[config.mk]
export PLATFORM = sky130hd
export DESIGN_NAME = dma_tag_chain_receiver_unit
export DESIGN_NICKNAME = d
export VERILOG_FILES = /design/src/design/dtcr_pkg.sv /design/src/design/dma_tag_chain_receiver_unit.sv /design/src/design/dtcr_step.sv
export SDC_FILE = /design/constraint.sdc
export NUM_CORES = 1
export LEC_CHECK = 0
export ABC_AREA = 1
export BUFFER_PORTS_ARGS = -buffer_cell sky130_fd_sc_hd__buf_2
export CAP_MARGIN = 20
export CORE_MARGIN = 2
export CORE_UTILIZATION = 52
export DETAILED_ROUTE_END_ITERATION = 7
export PLACE_DENSITY = 0.77
export SYNTH_ARGS = -nofsm -noshare
export SYNTH_HDL_FRONTEND = slang
export SYNTH_SLANG_ARGS = --single-unit
[constraint.sdc]
create_clock -name clk_i -period 2.4 [get_ports clk_i]
set_input_delay 0.24 -clock clk_i [delete_from_list [all_inputs] [get_ports clk_i]]
set_output_delay 0.24 -clock clk_i [all_outputs]
set_load 0.02 [all_outputs]
[src/design/dtcr_pkg.sv]
// Package for the tag-chain DMA receiver: request codes, state and result types, constants.
`default_nettype none
package dtcr_pkg;

  // Request kinds carried on the input tuser
  typedef enum logic [1:0] {
    FUNC_WORD  = 2'd0,
    FUNC_START = 2'd1,
    FUNC_CLEAR = 2'd2
  } dtcr_func_e;

  localparam int unsigned FLAG_W       = 6;
  localparam int unsigned COUNT_W      = 16;
  localparam int unsigned ADDR_W       = 32;
  localparam int unsigned DATA_W       = 32;
  localparam int unsigned TAG_FIELD_W  = 24;
  localparam int unsigned COMPLETE_BIT = 3;
  localparam int unsigned IRQ_BIT      = 30;
  localparam int unsigned END_BIT      = 31;
  localparam int unsigned CLR_LO       = 24;

  localparam logic [1:0]         TAG_ADDR_IDX = 2'd0;
  localparam logic [1:0]         TAG_SIZE_IDX = 2'd1;
  localparam logic [ADDR_W-1:0]  ADDR_STEP    = 32'd4;
  localparam logic [COUNT_W-1:0] SIZE_ROUND   = 16'd3;
  localparam logic [COUNT_W-1:0] COUNT_ALIGN  = 16'hfffc;
  localparam logic [FLAG_W-1:0]  COMPLETE_FLAG = FLAG_W'(1) << COMPLETE_BIT;

  // Channel state
  typedef struct packed {
    logic               running;
    logic [1:0]         tag_idx;
    logic [COUNT_W-1:0] words_left;
    logic [ADDR_W-1:0]  next_addr;
    logic               tag_irq;
    logic               tag_end;
    logic [FLAG_W-1:0]  done_flags;
  } dtcr_state_t;

  // One result item
  typedef struct packed {
    logic              write_valid;
    logic [ADDR_W-1:0] write_addr;
    logic [DATA_W-1:0] write_data;
    logic              done_res;
    logic              irq_pulse;
    logic [FLAG_W-1:0] flags_now;
    logic              busy_res;
  } dtcr_result_t;

endpackage
`default_nettype wire

[src/design/dma_tag_chain_receiver_unit.sv]
// Top level of the tag-chain DMA receiver: input stage, channel state, result register.
//
//  channel  | signals                    | carries
//  ---------+----------------------------+--------------------------------------
//  s_axis   | tvalid/tready/tuser/tdata  | request: tuser=func, tdata=word
//  m_axis   | tvalid/tready/tuser/tdata  | result: tuser=write_valid, tdata=rest
//  cfg      | cfg_we_i/cfg_wdata_i       | irq_mask write, no read-back
//
// Each request passes from acceptance through the input register, then through
// one pass of the step logic into the result register.
// Sustained rate is one request per cycle unless m_axis stalls; the update is one pass.
// Reset (rst_ni low, asynchronous) clears the channel state, mask and valids.
// A stall at m_axis holds the result; the input register then holds one more
// request and s_axis_tready drops.
`default_nettype none
module dma_tag_chain_receiver_unit (
  input  wire logic        clk_i,
  input  wire logic        rst_ni,
  input  wire logic        s_axis_tvalid,
  output      logic        s_axis_tready,
  input  wire logic [1:0]  s_axis_tuser,   // [1:0] func
  input  wire logic [31:0] s_axis_tdata,   // [31:0] word
  output      logic        m_axis_tvalid,
  input  wire logic        m_axis_tready,
  output      logic [0:0]  m_axis_tuser,   // [0] write_valid
  output      logic [79:0] m_axis_tdata,   // [31:0] write_addr, [63:32] write_data,
                                           // [64] done_res, [65] irq_pulse,
                                           // [71:66] flags_now, [72] busy_res, rest 0
  input  wire logic        cfg_we_i,
  input  wire logic [5:0]  cfg_wdata_i
);

  logic                         in_valid_q;
  logic [1:0]                   in_func_q;
  logic [dtcr_pkg::DATA_W-1:0]  in_word_q;
  logic                         out_valid_q;
  dtcr_pkg::dtcr_result_t       out_res_q;
  dtcr_pkg::dtcr_result_t       res_d;
  dtcr_pkg::dtcr_state_t        state_q, state_d;
  logic [dtcr_pkg::FLAG_W-1:0]  irq_mask_q;
  logic                         advance;

  assign advance       = in_valid_q && (!out_valid_q || m_axis_tready);
  assign s_axis_tready = !in_valid_q || advance;

  // Interrupt mask register
  always_ff @(posedge clk_i or negedge rst_ni) begin
    if (!rst_ni) begin
      irq_mask_q <= '0;
    end else if (cfg_we_i) begin
      irq_mask_q <= cfg_wdata_i;
    end
  end

  // Input register
  always_ff @(posedge clk_i or negedge rst_ni) begin
    if (!rst_ni) begin
      in_valid_q <= 1'b0;
    end else if (s_axis_tready) begin
      in_valid_q <= s_axis_tvalid;
    end
  end

  always_ff @(posedge clk_i) begin
    if (s_axis_tready && s_axis_tvalid) begin
      in_func_q <= s_axis_tuser;
      in_word_q <= s_axis_tdata;
    end
  end

  dtcr_step u_step (
    .func_i     (in_func_q),
    .word_i     (in_word_q),
    .irq_mask_i (irq_mask_q),
    .state_i    (state_q),
    .state_o    (state_d),
    .res_o      (res_d)
  );

  // Channel state
  always_ff @(posedge clk_i or negedge rst_ni) begin
    if (!rst_ni) begin
      state_q <= '0;
    end else if (advance) begin
      state_q <= state_d;
    end
  end

  // Result register
  always_ff @(posedge clk_i or negedge rst_ni) begin
    if (!rst_ni) begin
      out_valid_q <= 1'b0;
    end else if (advance) begin
      out_valid_q <= 1'b1;
    end else if (m_axis_tready) begin
      out_valid_q <= 1'b0;
    end
  end

  always_ff @(posedge clk_i) begin
    if (advance) begin
      out_res_q <= res_d;
    end
  end

  assign m_axis_tvalid = out_valid_q;
  assign m_axis_tuser  = out_res_q.write_valid;
  assign m_axis_tdata  = {7'b0, out_res_q.busy_res, out_res_q.flags_now, out_res_q.irq_pulse,
                          out_res_q.done_res, out_res_q.write_data, out_res_q.write_addr};

  // Checks
  a_done_is_write: assert property (@(posedge clk_i) disable iff (!rst_ni)
    out_valid_q && out_res_q.done_res |-> out_res_q.write_valid && !out_res_q.busy_res)
    else $error("completion without a final write or with channel busy");

  a_irq_needs_done: assert property (@(posedge clk_i) disable iff (!rst_ni)
    out_valid_q && out_res_q.irq_pulse |-> out_res_q.done_res)
    else $error("interrupt pulse without completion");

  a_busy_tracks_state: assert property (@(posedge clk_i) disable iff (!rst_ni)
    advance |=> out_res_q.busy_res == state_q.running
                && out_res_q.flags_now == state_q.done_flags)
    else $error("result status differs from channel state");

  a_data_needs_count: assert property (@(posedge clk_i) disable iff (!rst_ni)
    advance && res_d.write_valid |-> state_q.running && state_q.words_left != '0)
    else $error("write issued with no pending block");

endmodule
`default_nettype wire

[src/design/dtcr_step.sv]
// Per-request next-state and result logic of the tag-chain receiver.
`default_nettype none
module dtcr_step (
  input  wire logic [1:0]                      func_i,
  input  wire logic [dtcr_pkg::DATA_W-1:0]     word_i,
  input  wire logic [dtcr_pkg::FLAG_W-1:0]     irq_mask_i,
  input  wire dtcr_pkg::dtcr_state_t           state_i,
  output dtcr_pkg::dtcr_state_t                state_o,
  output dtcr_pkg::dtcr_result_t               res_o
);

  logic                           data_phase;
  logic                           last_word;
  logic [dtcr_pkg::FLAG_W-1:0]    flags_set;
  logic [dtcr_pkg::COUNT_W-1:0]   size_lo;

  assign data_phase = (state_i.words_left != '0) && (state_i.tag_idx == dtcr_pkg::TAG_ADDR_IDX);
  assign last_word  = (state_i.words_left == dtcr_pkg::COUNT_W'(1))
                      && (state_i.tag_irq || state_i.tag_end);
  assign flags_set  = state_i.done_flags | dtcr_pkg::COMPLETE_FLAG;
  assign size_lo    = word_i[dtcr_pkg::COUNT_W-1:0];

  // Decode the request and update the channel
  always_comb begin
    state_o           = state_i;
    res_o             = '0;
    unique case (func_i)
      dtcr_pkg::FUNC_START: begin
        state_o.running = 1'b1;
      end
      dtcr_pkg::FUNC_CLEAR: begin
        state_o.done_flags = state_i.done_flags
                             & ~word_i[dtcr_pkg::CLR_LO +: dtcr_pkg::FLAG_W];
      end
      dtcr_pkg::FUNC_WORD: begin
        if (state_i.running) begin
          if (data_phase) begin
            // Data word of the pending block
            res_o.write_valid  = 1'b1;
            res_o.write_addr   = state_i.next_addr;
            res_o.write_data   = word_i;
            state_o.next_addr  = state_i.next_addr + dtcr_pkg::ADDR_STEP;
            state_o.words_left = state_i.words_left - dtcr_pkg::COUNT_W'(1);
            if (last_word) begin
              state_o.done_flags = flags_set;
              state_o.running    = 1'b0;
              res_o.done_res     = 1'b1;
              res_o.irq_pulse    = |(flags_set & irq_mask_i);
            end
          end else begin
            // Tag word
            if (state_i.tag_idx == dtcr_pkg::TAG_ADDR_IDX) begin
              state_o.next_addr = {{(dtcr_pkg::ADDR_W-dtcr_pkg::TAG_FIELD_W){1'b0}},
                                   word_i[dtcr_pkg::TAG_FIELD_W-1:0]};
              state_o.tag_irq   = word_i[dtcr_pkg::IRQ_BIT];
              state_o.tag_end   = word_i[dtcr_pkg::END_BIT];
            end else if (state_i.tag_idx == dtcr_pkg::TAG_SIZE_IDX) begin
              state_o.words_left = (size_lo + dtcr_pkg::SIZE_ROUND) & dtcr_pkg::COUNT_ALIGN;
            end
            state_o.tag_idx = state_i.tag_idx + 2'd1;
          end
        end
      end
      default: begin
        state_o = state_i;
      end
    endcase
    res_o.flags_now = state_o.done_flags;
    res_o.busy_res  = state_o.running;
  end

endmodule
`default_nettype wire
==> results of run 1 <==
-- cell type report --
class                           instances  share of cell area (%)
Clock buffer                           19                    4.21
Clock inverter                         13                    1.57
Inverter                              121                    4.49
Multi-Input combinational cell        646                    28.8
Sequential cell                       175                    47.8
Tap cell                              216                    2.63
Timing Repair Buffer                  164                    10.5
-- state kept, by name, indices dropped and copies added (netlist names), named ones only --
name           cells
in_func_q          2
in_valid_q         1
in_word_q         32
irq_mask_q         6
m_axis_tdata      73
m_axis_tuser       1
m_axis_tvalid      1
state_q           57
-- where the power goes --
part	switching [mW]	leakage (nW)	total (mW)	internal, mW
sequential	0.508	1.86	4.31	3.80
clock	1.17	0.282	2.81	1.64
combinational	1.89	2.59	2.81	0.918
total	3.57	4.74	9.93	6.36
-- cell usage in the layout, fill, tap and decap left out, drive strengths merged, types with 4 or more instances in the layout --
cell	synthesis	layout
a21oi	21	21
buf	29	129
clkbuf	1	19
clkinv	2	6
clkinvlp	0	4
conb	1	7
dfrtp	67	67
dlygate4sd3	0	35
edfxtp	108	108
ha	6	6
inv	119	121
nand2	243	243
nand3	72	72
nand4	15	15
nor2	207	207
o21ai	53	53
xor2	7	7
-- stage by stage --
step | instance area [um2] | hold WS, ns | utilization, % | total power [mW] | worst slack (ns)
2_1_floorplan | 8560 | -0.0556 | - | 6.29 | 0.0751
3_3_place_gp | 9340 | 0.305 | 58.6 | 6.99 | 0.401
3_5_place_dp | 9340 | 0.306 | 58.6 | 7.07 | 0.291
4_1_cts | 10300 | 0.0144 | 64.5 | 9.93 | 0.277
5_1_grt | 10300 | 0.0325 | 64.5 | 10.5 | 0.147
6_report | 10300 | 0.0204 | 64.5 | 9.93 | 0.271
-- logic make-up after synthesis --
family                   Yosys count
adder cells (fa/ha/maj)            6
buffers and inverters            151
flip-flops                       175
XOR/XNOR                           9
AO/OA/AOI/OAI                     81
other                              1
AND/OR/NAND/NOR                  543
-- timing repair --
| action | CTS | global route |
|---|---|---|
| hold buffers | 35 | 0 |
| endpoints found under the setup margin | 0 | 0 |
| gates resized for setup | 0 | 0 |
| endpoints found under the hold margin | 101 | 0 |
| setup buffers | 0 | 0 |
-- tightest hold or removal path, stage by stage --
cell	delay [ns]
buf_2	0.07
nand2_1	0.06
nand2_1	0.05
-- metal layers --
metal | vias up | global-route usage, % | routed length (um)
li1 | 3407 | - | -
met4 | 0 | 8.51 | 524
met3 | 50 | 4.15 | 1180
met5 | - | 0 | 0
met2 | 283 | 45.2 | 11300
met1 | 3338 | 30.6 | 8540
-- final timing paths --
kind | endpoint
worst max-delay path | m_axis_tdata[18]
worst min-delay path | in_valid_q
worst max register to register | m_axis_tdata[18]
worst min register to register | state_q[3]
max in group asynchronous | state_q[25]
min in group asynchronous | state_q[30]
==> summary.md, run 1 <==
| Metric | Value |
|---|---|
| Outcome | completed |
| Largest family of logic cells by synthesized area | simple AND/OR/NAND/NOR gates |
| Clk sink count | 175 |
| Drt first pass iters | 5 |
| Syn avg cell area | 8.83 um2 |
| Post-Syn Instances | 966 |
| Initial DRC count | 823 |
| Tcrit/Tclk final | 88.7% |
| Buffers on Ports | 120 |
| Max incr delay on CP | 0.43 ns |
| Multi-input logic area | 2960 um2 |
| Post-synthesis xor/xnor area fraction | 0.924% |
| Top cell type by total area after synthesis | edfxtp_1 |
| Skew-Pair Late Insertion Delay | 0.43 ns |
| Post-synth cell types | 39 |
| Share of layout cells above drive strength 1 | 17.3% |
| Post-synth EDFFs | 108 |
| Detailed placement HPWL | 14.3 mm |
| Worst Path Arrival | 2.31 ns |
| Inserted Diodes | 0 |
| Cell Area, Synth | 8530 um2 |
| Ys async rst share | 38.3% |
| Max VDD drop | 579 uV |
| Vias | 7,078 |
| Worst Setup Path Type | flip-flop to flip-flop |
| Hold-critical path depth | 3 |
| Hold/Removal Path Class | input port to flip-flop |
| Flops & latches, synth | 175 |
| Die Area | 17,400 um2 |
| RSZ-0062 raised after global routing | false |
| Starting Density | 53.5% |
| FF+latch area | 4920 um2 |
| Fin. max-slew vios | 0 |
| Core footprint | 15,900 um2 |
| Leakage power | 4.74 nW |
| Width of the chip | 132 um |
| Layout Nets | 1,176 |
| DRC errors left | 0 |
| Clock Tree Root | clkbuf_16 |
| Global-route wire length before repair | 34.5 mm |
| Worst EP required | 2.58 ns |
| Pin count of the biggest net entering global routing | 68 |
| Antenna violations before repair | 0 |
| Multiplexer area fraction after synthesis | 0% |
| Worst path depth | 8 |
| Fin cells | 1,354 |
| Post-DR wirelength/cell | 15.9 um |
| Crit path launch | state_q[40] |
| CP cell instances | inv_1, ha_1, nand2_1, nor2_4, nand2_2, nand3_2, buf_12, nor2_1 |
| Die Height | 132 um |
| Reg2reg path depth | 8 |
| Reg2reg setup slack | 0.27 ns |
| Synth Area in Compound Gates | 5.21% |
| Adder-Cell Fraction of Synth Area | 0.880% |
| Register area share after synthesis | 57.7% |
| Deepest clock path buffer count | 2 |
| Slew Limit Headroom | 64.9% |
| Worst path slowest cell | dfrtp_1 |
| Setup TNS | 0 ns |
| Post-synth top flop | edfxtp_1 |
| RD Place Congestion | 0.938 |
| Num rows | 46 |
| Ranking of synthesized cells by area | edfxtp_1 (38%), dfrtp_1 (20%), nand2_1 (10%) |
| TritonCTS clock tree | done |
| Syn. warnings | 0 |
| Post-synth top area share | 38.0% |
| Vias in the first global route | 6,921 |
| H-tree Lvls | 4 |
| Buffers plus inverters on the worst setup path | 2 |
| P&R area growth vs syn | 20.6% |
| CP delay by family, top | simple AND/OR/NAND/NOR gates |
| Final setup violation count | 0 |
| Post-Route WL | 21.5 mm |
| FMAX | 0.470 GHz |
| Routed Antenna Nets | 0 |
| Pwr Density | 965 nW/um2 |
| Setup crit start kind | flip-flop |
| Fin Clk Skew | 0.0108 ns |
| Worst slew pin tran | 0.526 ns |
| R2r startpoint | state_q[40] |
| Simple-gate area share of the yosys netlist | 27.3% |
| Fillers | 1,285 |
| Period minus WS final | 2.13 ns |
| Total track usage | 25.1% |
| CP Max Fanout | 30 |
| Top cells by count, synth | nand2_1 (236), nor2_1 (193), inv_1 (117), edfxtp_1 (108), dfrtp_1 (67) |
| Most frequent cell after synthesis | nand2_1 |
| Placed Cells | 1,287 |
| MaxCap Viol Count | 0 |
| Io pins | 128 |
| Worst Min Path Start | s_axis_tvalid |
| Fin. Hold Viols | 0 |
| Total global routing overflow | 0 |
| Vias per cell | 5.23 |
| CP Capture Type | flip-flop |
| TritonCTS buffer count | 17 |
| Clock slew at reported path FFs | 0.07 ns |
(Power assumes the default switching activity.)
==> run 2, diff against run 1 <==
--- a/config.mk
+++ b/config.mk
@@ -9,9 +9,9 @@
 export BUFFER_PORTS_ARGS = -buffer_cell sky130_fd_sc_hd__buf_2
 export CAP_MARGIN = 20
 export CORE_MARGIN = 2
-export CORE_UTILIZATION = 52
+export CORE_UTILIZATION = 50
 export DETAILED_ROUTE_END_ITERATION = 7
-export PLACE_DENSITY = 0.77
+export PLACE_DENSITY = 0.74
 export SYNTH_ARGS = -nofsm -noshare
 export SYNTH_HDL_FRONTEND = slang
 export SYNTH_SLANG_ARGS = --single-unit
==> summary.md, run 2 (synthesized netlist as in run 1, its figures left out) <==
| Metric | Value |
|---|---|
| Outcome | completed (unchanged) |
| Fin Clk Skew | 0.00707 ns (was 0.0108 ns) |
| Vias in the first global route | 6,733 (was 6,921) |
| RD Place Congestion | 0.935 (was 0.938) |
| Met3 WL | 872 um (was 1.18 mm) |
| Most common cell after layout, fill and taps aside | nand2_1 (unchanged) |
| Final setup violation count | 0 (unchanged) |
| Share of layout cells above drive strength 1 | 17.3% (about the same) |
| Core footprint | 16,600 um2 (was 15,900 um2) |
| Drt first pass iters | 6 (was 5) |
| Vias | 6,940 (was 7,078) |
| Setup crit start kind | flip-flop (unchanged) |
| Detailed placement HPWL | 14.1 mm (was 14.3 mm) |
| Width of the chip | 135 um (was 132 um) |
| Fillers | 1,426 (was 1,285) |
| DRC errors left | 0 (unchanged) |
| Reg2reg path depth | 8 (unchanged) |
| Die Height | 135 um (was 132 um) |
| Placed Cells | 1,291 (was 1,287) |
| Die Area | 18,100 um2 (was 17,400 um2) |
| Highest routing layer actually used | met4 (unchanged) |
| Layout Nets | 1,175 (was 1,176) |
| Clock Tree Root | clkbuf_16 (unchanged) |
| Slew Limit Headroom | 51.8% (was 64.9%) |
| H-tree Lvls | 4 (unchanged) |
| Worst EP required | 2.57 ns (was 2.58 ns) |
| Global-route wire length before repair | 32.8 mm (was 34.5 mm) |
| Inserted Diodes | 0 (unchanged) |
| R2r endpoint | m_axis_tdata[39] (was m_axis_tdata[18]) |
| Worst Path Arrival | 2.28 ns (was 2.31 ns) |
| Io pins | 128 (unchanged) |
| Reg2reg setup slack | 0.30 ns (was 0.27 ns) |
| CP Max Fanout | 22 (was 30) |
| Worst Setup Path Type | flip-flop to flip-flop (unchanged) |
| Vias per cell | 5.11 (was 5.23) |
| Routed Antenna Nets | 0 (unchanged) |
| Tcrit/Tclk final | 87.6% (was 88.7%) |
| Buffers on Ports | 120 (unchanged) |
| Antenna violations before repair | 0 (unchanged) |
| Initial DRC count | 516 (was 823) |
| FMAX | 0.476 GHz (was 0.470 GHz) |
| Clock slew at reported path FFs | 0.06 ns (was 0.07 ns) |
| Worst Setup EP | m_axis_tdata[39] (was m_axis_tdata[18]) |
| Pwr Density | 945 nW/um2 (was 965 nW/um2) |
| Fin. Hold Viols | 0 (unchanged) |
| CP Capture Type | flip-flop (unchanged) |
| Setup TNS | 0 ns (unchanged) |
| Post-Route WL | 20.3 mm (was 21.5 mm) |
| Period minus WS final | 2.10 ns (was 2.13 ns) |
| Deepest clock path buffer count | 2 (unchanged) |
| MaxCap Viol Count | 0 (unchanged) |
| RSZ-0062 raised after global routing | false (unchanged) |
| Largest register FFs | 73 (unchanged) |
| Clk sink count | 175 (unchanged) |
| Fin. max-slew vios | 0 (unchanged) |
| Total track usage | 23.3% (was 25.1%) |
| Worst slew pin tran | 0.723 ns (was 0.526 ns) |
| Leakage power | 4.70 nW (was 4.74 nW) |
| P&R area growth vs syn | 19.7% (was 20.6%) |
| Met1 wire length | 8.73 mm (was 8.54 mm) |
| Skew-Pair Late Insertion Delay | 0.43 ns (about the same) |
| Fin cells | 1,357 (was 1,354) |
| TritonCTS buffer count | 17 (unchanged) |
| Met2 routed WL | 10.4 mm (was 11.3 mm) |
| Crit path launch | state_q[40] (unchanged) |
| TritonCTS clock tree | done (unchanged) |
| Commonest cells after routing, fill and taps aside | nand2_1 (236), nor2_1 (193), buf_2 (120) (unchanged) |
| Num rows | 47 (was 46) |
| R2r startpoint | state_q[40] (unchanged) |
| Starting Density | 51.3% (was 53.5%) |
| Total global routing overflow | 0 (unchanged) |
| Pin count of the biggest net entering global routing | 80 (was 68) |
| Post-DR wirelength/cell | 15.0 um (was 15.9 um) |
| Post-CTS Resized | 0 (unchanged) |
| Hold/Removal Path Class | input port to flip-flop (unchanged) |
| Max VDD drop | 635 uV (was 579 uV) |
==> run 2: cell types whose count changed in the layout (fill, tap and decap cells not counted), sizes merged <==
cell         before  now
clkbuf           19   24
dlygate4sd3      35   34
inv             121  119
clkinvlp          4    5
clkinv            6    5
bufinv            3    0
==> run 2: final cells by class <==
class | instances | area, um2 | area share (%)
clock inverter | 8 | 57.6 | 0.564
inverter | 121 | 462 | 4.52
sequential | 175 | 4920 | 48.2
timing repair buffer | 163 | 1050 | 10.2
tap | 220 | 275 | 2.70
multi-input combinational | 646 | 2960 | 29.0
clock buffer | 24 | 492 | 4.81
==> run 2: critical path, cell delays in order, from the launching register on <==
cell	delay [ns]
dfrtp_1	0.42
inv_1	0.17
ha_1	0.24
nand2_1	0.11
nor2_4	0.17
nand2_2	0.10
nand3_2	0.22
buf_4	0.33
nor2_1	0.09
==> run 2: layer usage <==
| layer | GRT usage [%] | up-vias |
|---|---|---|
| met5 | 0 | - |
| met4 | 7.02 | 0 |
| li1 | - | 3398 |
| met2 | 40.9 | 196 |
| met3 | 4.35 | 34 |
| met1 | 29.4 | 3312 |
==> run 2: report_power, final <==
group / switching, mW / internal [mW] / leakage [nW] / total [mW]
clock network: 1.14 / 1.44 / 0.259 / 2.58
logic: 1.87 / 0.901 / 2.58 / 2.77
registers: 0.493 / 3.80 / 1.86 / 4.30
==> run 2: worst min-delay path by stage <==
stage                     slack (ns)        startpoint            end  depth (start not counted)
after floorplan                -0.06            rst_ni      async pin                          0
after global placement          0.35            rst_ni     state_q[0]                          1
after detailed placement        0.35            rst_ni     state_q[0]                          1
after CTS                     0.0001  s_axis_tdata[30]  in_word_q[30]                          1
after global routing           0.005  s_axis_tdata[11]  in_word_q[11]                          1
final                           0.02  s_axis_tdata[11]  in_word_q[11]                          1
==> run 2: through the flow <==
step | setup WS [ns] | instance area, um2 | power (mW) | hold slack (ns) | util, %
2_1_floorplan | 0.0751 | 8560 | 6.29 | -0.0556 | -
3_3_place_gp | 0.439 | 9320 | 6.98 | 0.345 | 56.0
3_5_place_dp | 0.351 | 9320 | 7.04 | 0.345 | 56.0
4_1_cts | 0.330 | 10200 | 9.65 | 0.000123 | 61.3
5_1_grt | 0.163 | 10200 | 10.2 | 0.00486 | 61.4
6_report | 0.299 | 10200 | 9.65 | 0.0151 | 61.4
==> run 2: repair_timing <==
action,in CTS,in global routing
buffers inserted,0,0
hold buffers,33,1
hold endpoints to repair,59,1
==> run 3, diff against run 2 <==
--- a/config.mk
+++ b/config.mk
@@ -10,6 +10,7 @@
 export CAP_MARGIN = 20
 export CORE_MARGIN = 2
 export CORE_UTILIZATION = 50
+export CTS_BUF_LIST = sky130_fd_sc_hd__clkbuf_4
 export DETAILED_ROUTE_END_ITERATION = 7
 export PLACE_DENSITY = 0.74
 export SYNTH_ARGS = -nofsm -noshare
==> summary.md, run 3 (synthesized netlist as in run 1, its figures left out) <==
| Metric | Value |
|---|---|
| Outcome | completed (unchanged) |
| P&R area growth vs syn | 18.1% (was 19.7%) |
| Total global routing overflow | 0 (unchanged) |
| Final setup violation count | 0 (unchanged) |
| Layout Nets | 1,193 (was 1,175) |
| Vias per cell | 5.12 (was 5.11) |
| Commonest cells after routing, fill and taps aside | nand2_1 (236), nor2_1 (193), buf_2 (120) (unchanged) |
| CP Max Fanout | 21 (was 22) |
| H-tree Lvls | 4 (unchanged) |
| CP Capture Type | flip-flop (unchanged) |
| Max VDD drop | 432 uV (was 635 uV) |
| Initial DRC count | 462 (was 516) |
| Largest register FFs | 73 (unchanged) |
| Setup crit start kind | flip-flop (unchanged) |
| Buffers on Ports | 120 (unchanged) |
| Slew Limit Headroom | 50.6% (was 51.8%) |
| Detailed placement HPWL | 14.1 mm (unchanged) |
| Total track usage | 23.3% (about the same) |
| Crit-path most repeated cell | inv_1 |
| Worst Setup Path Type | flip-flop to flip-flop (unchanged) |
| RSZ-0062 raised after global routing | false (unchanged) |
| MaxCap Viol Count | 0 (unchanged) |
| Reg2reg path depth | 7 (was 8) |
| Vias in the first global route | 6,796 (was 6,733) |
| Hold-critical path depth | 2 (was 1) |
| Hold/Removal Path Class | input port to flip-flop (unchanged) |
| Drt first pass iters | 5 (was 6) |
| Antenna violations before repair | 1 (was 0) |
| Die Height | 135 um (unchanged) |
| DRC errors left | 0 (unchanged) |
| Setup TNS | 0 ns (unchanged) |
| Number of post-CTS setup repair buffers | 0 (unchanged) |
| Most common cell after layout, fill and taps aside | nand2_1 (unchanged) |
| TritonCTS clock tree | done (unchanged) |
| CP cell instances | inv_1, ha_1, inv_1, a21oi_4, buf_4, nand3_1, a21oi_1 (was inv_1, ha_1, nand2_1, nor2_4, nand2_2, nand3_2, buf_4, nor2_1) |
| RD Place Congestion | 0.935 (unchanged) |
| Post-CTS Resized | 0 (unchanged) |
| Core footprint | 16,600 um2 (unchanged) |
| Skew-Pair Late Insertion Delay | 0.57 ns (was 0.43 ns) |
| TritonCTS buffer count | 17 (unchanged) |
| Worst slew pin tran | 0.741 ns (was 0.723 ns) |
| Clock slew at reported path FFs | 0.14 ns (was 0.06 ns) |
| Die Area | 18,100 um2 (unchanged) |
| Worst EP required | 2.88 ns (was 2.57 ns) |
| Worst Path Arrival | 2.55 ns (was 2.28 ns) |
| Fin Clk Skew | 0.0230 ns (was 0.00707 ns) |
| FMAX | 0.482 GHz (was 0.476 GHz) |
| Pwr Density | 845 nW/um2 (was 945 nW/um2) |
| Worst path slowest cell | ha_1 (was dfrtp_1) |
| Num rows | 47 (unchanged) |
| Hold Buf Count CTS | 52 (was 33) |
| Max incr delay on CP | 0.44 ns (was 0.42 ns) |
| Clk sink count | 175 (unchanged) |
| Io pins | 128 (unchanged) |
| Routed Antenna Nets | 0 (unchanged) |
| Overall Power | 8.51 mW (was 9.65 mW) |
| Fin. Hold Viols | 0 (unchanged) |
| Post-DR wirelength/cell | 14.8 um (was 15.0 um) |
| Deepest clock path buffer count | 2 (unchanged) |
| Post-Route WL | 20.3 mm (about the same) |
| R2r endpoint | state_q[21] (was m_axis_tdata[39]) |
| Share of layout cells above drive strength 1 | 17.0% (was 17.3%) |
| Reg2reg setup slack | 0.33 ns (was 0.30 ns) |
| Tcrit/Tclk final | 86.5% (was 87.6%) |
| Leakage power | 4.63 nW (was 4.70 nW) |
| Starting Density | 51.3% (unchanged) |
| Hold path endpoint | irq_mask_q[3] (was in_word_q[11]) |
| Width of the chip | 135 um (unchanged) |
| Vias | 7,041 (was 6,940) |
| Period minus WS final | 2.07 ns (was 2.10 ns) |
| Pin count of the biggest net entering global routing | 80 (unchanged) |
| Worst Min Path Start | cfg_we_i (was s_axis_tdata[11]) |
| Fin util | 60.5% (was 61.4%) |
| R2r startpoint | state_q[56] (was state_q[40]) |
| Global-route wire length before repair | 32.9 mm (was 32.8 mm) |
| Clock Tree Root | clkbuf_4 (was clkbuf_16) |
| Fin. max-slew vios | 0 (unchanged) |
run 3: changes by cell type in the layout (fill, tap and decap cells not counted), sizes merged:
cell	change
dlygate4sd3	+18
clkbuf	-4
clkinv	+4
diode	+1
run 3: report_power, final:
| part | internal [mW] | switching, mW |
|---|---|---|
| Combinational | 0.925 | 1.87 |
| Sequential | 3.79 | 0.485 |
| Clock | 0.429 | 1.01 |
run 3: worst max path at each step:
| stage | slack [ns] | end | startpoint | cells after the start |
|---|---|---|---|---|
| final | 0.33 | state_q[21] | state_q[56] | 7 |
| after global routing | 0.16 | m_axis_tdata[1] | state_q[40] | 8 |
| after CTS | 0.33 | m_axis_tdata[16] | state_q[40] | 8 |
| after detailed placement | 0.35 | m_axis_tdata[39] | state_q[40] | 8 |
| after global placement | 0.44 | m_axis_tdata[14] | state_q[40] | 8 |
| after floorplan | 0.08 | m_axis_tdata[0] | m_axis_tvalid | 3 |
run 3: through the flow:
step	setup WS (ns)	hold WS [ns]	std cells	area, um2
5_1_grt	0.162	0.0383	1376	10100
6_report	0.325	0.0338	1376	10100
4_1_cts	0.329	0.0000804	1375	10100
2_1_floorplan	0.0751	-0.0556	972	8560
3_5_place_dp	0.351	0.345	1291	9320
3_3_place_gp	0.439	0.345	1291	9320
run 3: cell type report:
cell class | instances | area (um2)
sequential | 175 | 4920
fill | 1446 | 6570
tap | 220 | 275
clock inverter | 12 | 72.6
clock buffer | 20 | 150
timing repair buffer | 181 | 1230
multi-input combinational | 646 | 2960
antenna | 1 | 2.50
inverter | 121 | 462
run 3: worst max-delay path: cells and delay by family, from the launching register on:
kind / cells / cell delay, ns
AOI/OAI and AO/OA: 2 / 0.43
adders and majority gates: 1 / 0.44
buffers and inverters: 3 / 0.59
DFF: 1 / 0.42
and+or+nand+nor: 1 / 0.11
run 3: metal layers:
metal	vias to the layer above	share of wire (%)	GRT usage (%)	wire length (um)
met2	256	50	40.3	10200
met5	-	0	0	0
met4	0	2.6	8.07	531
met3	41	5.4	4.24	1100
met1	3314	42	29.6	8510
li1	3430	-	-	-
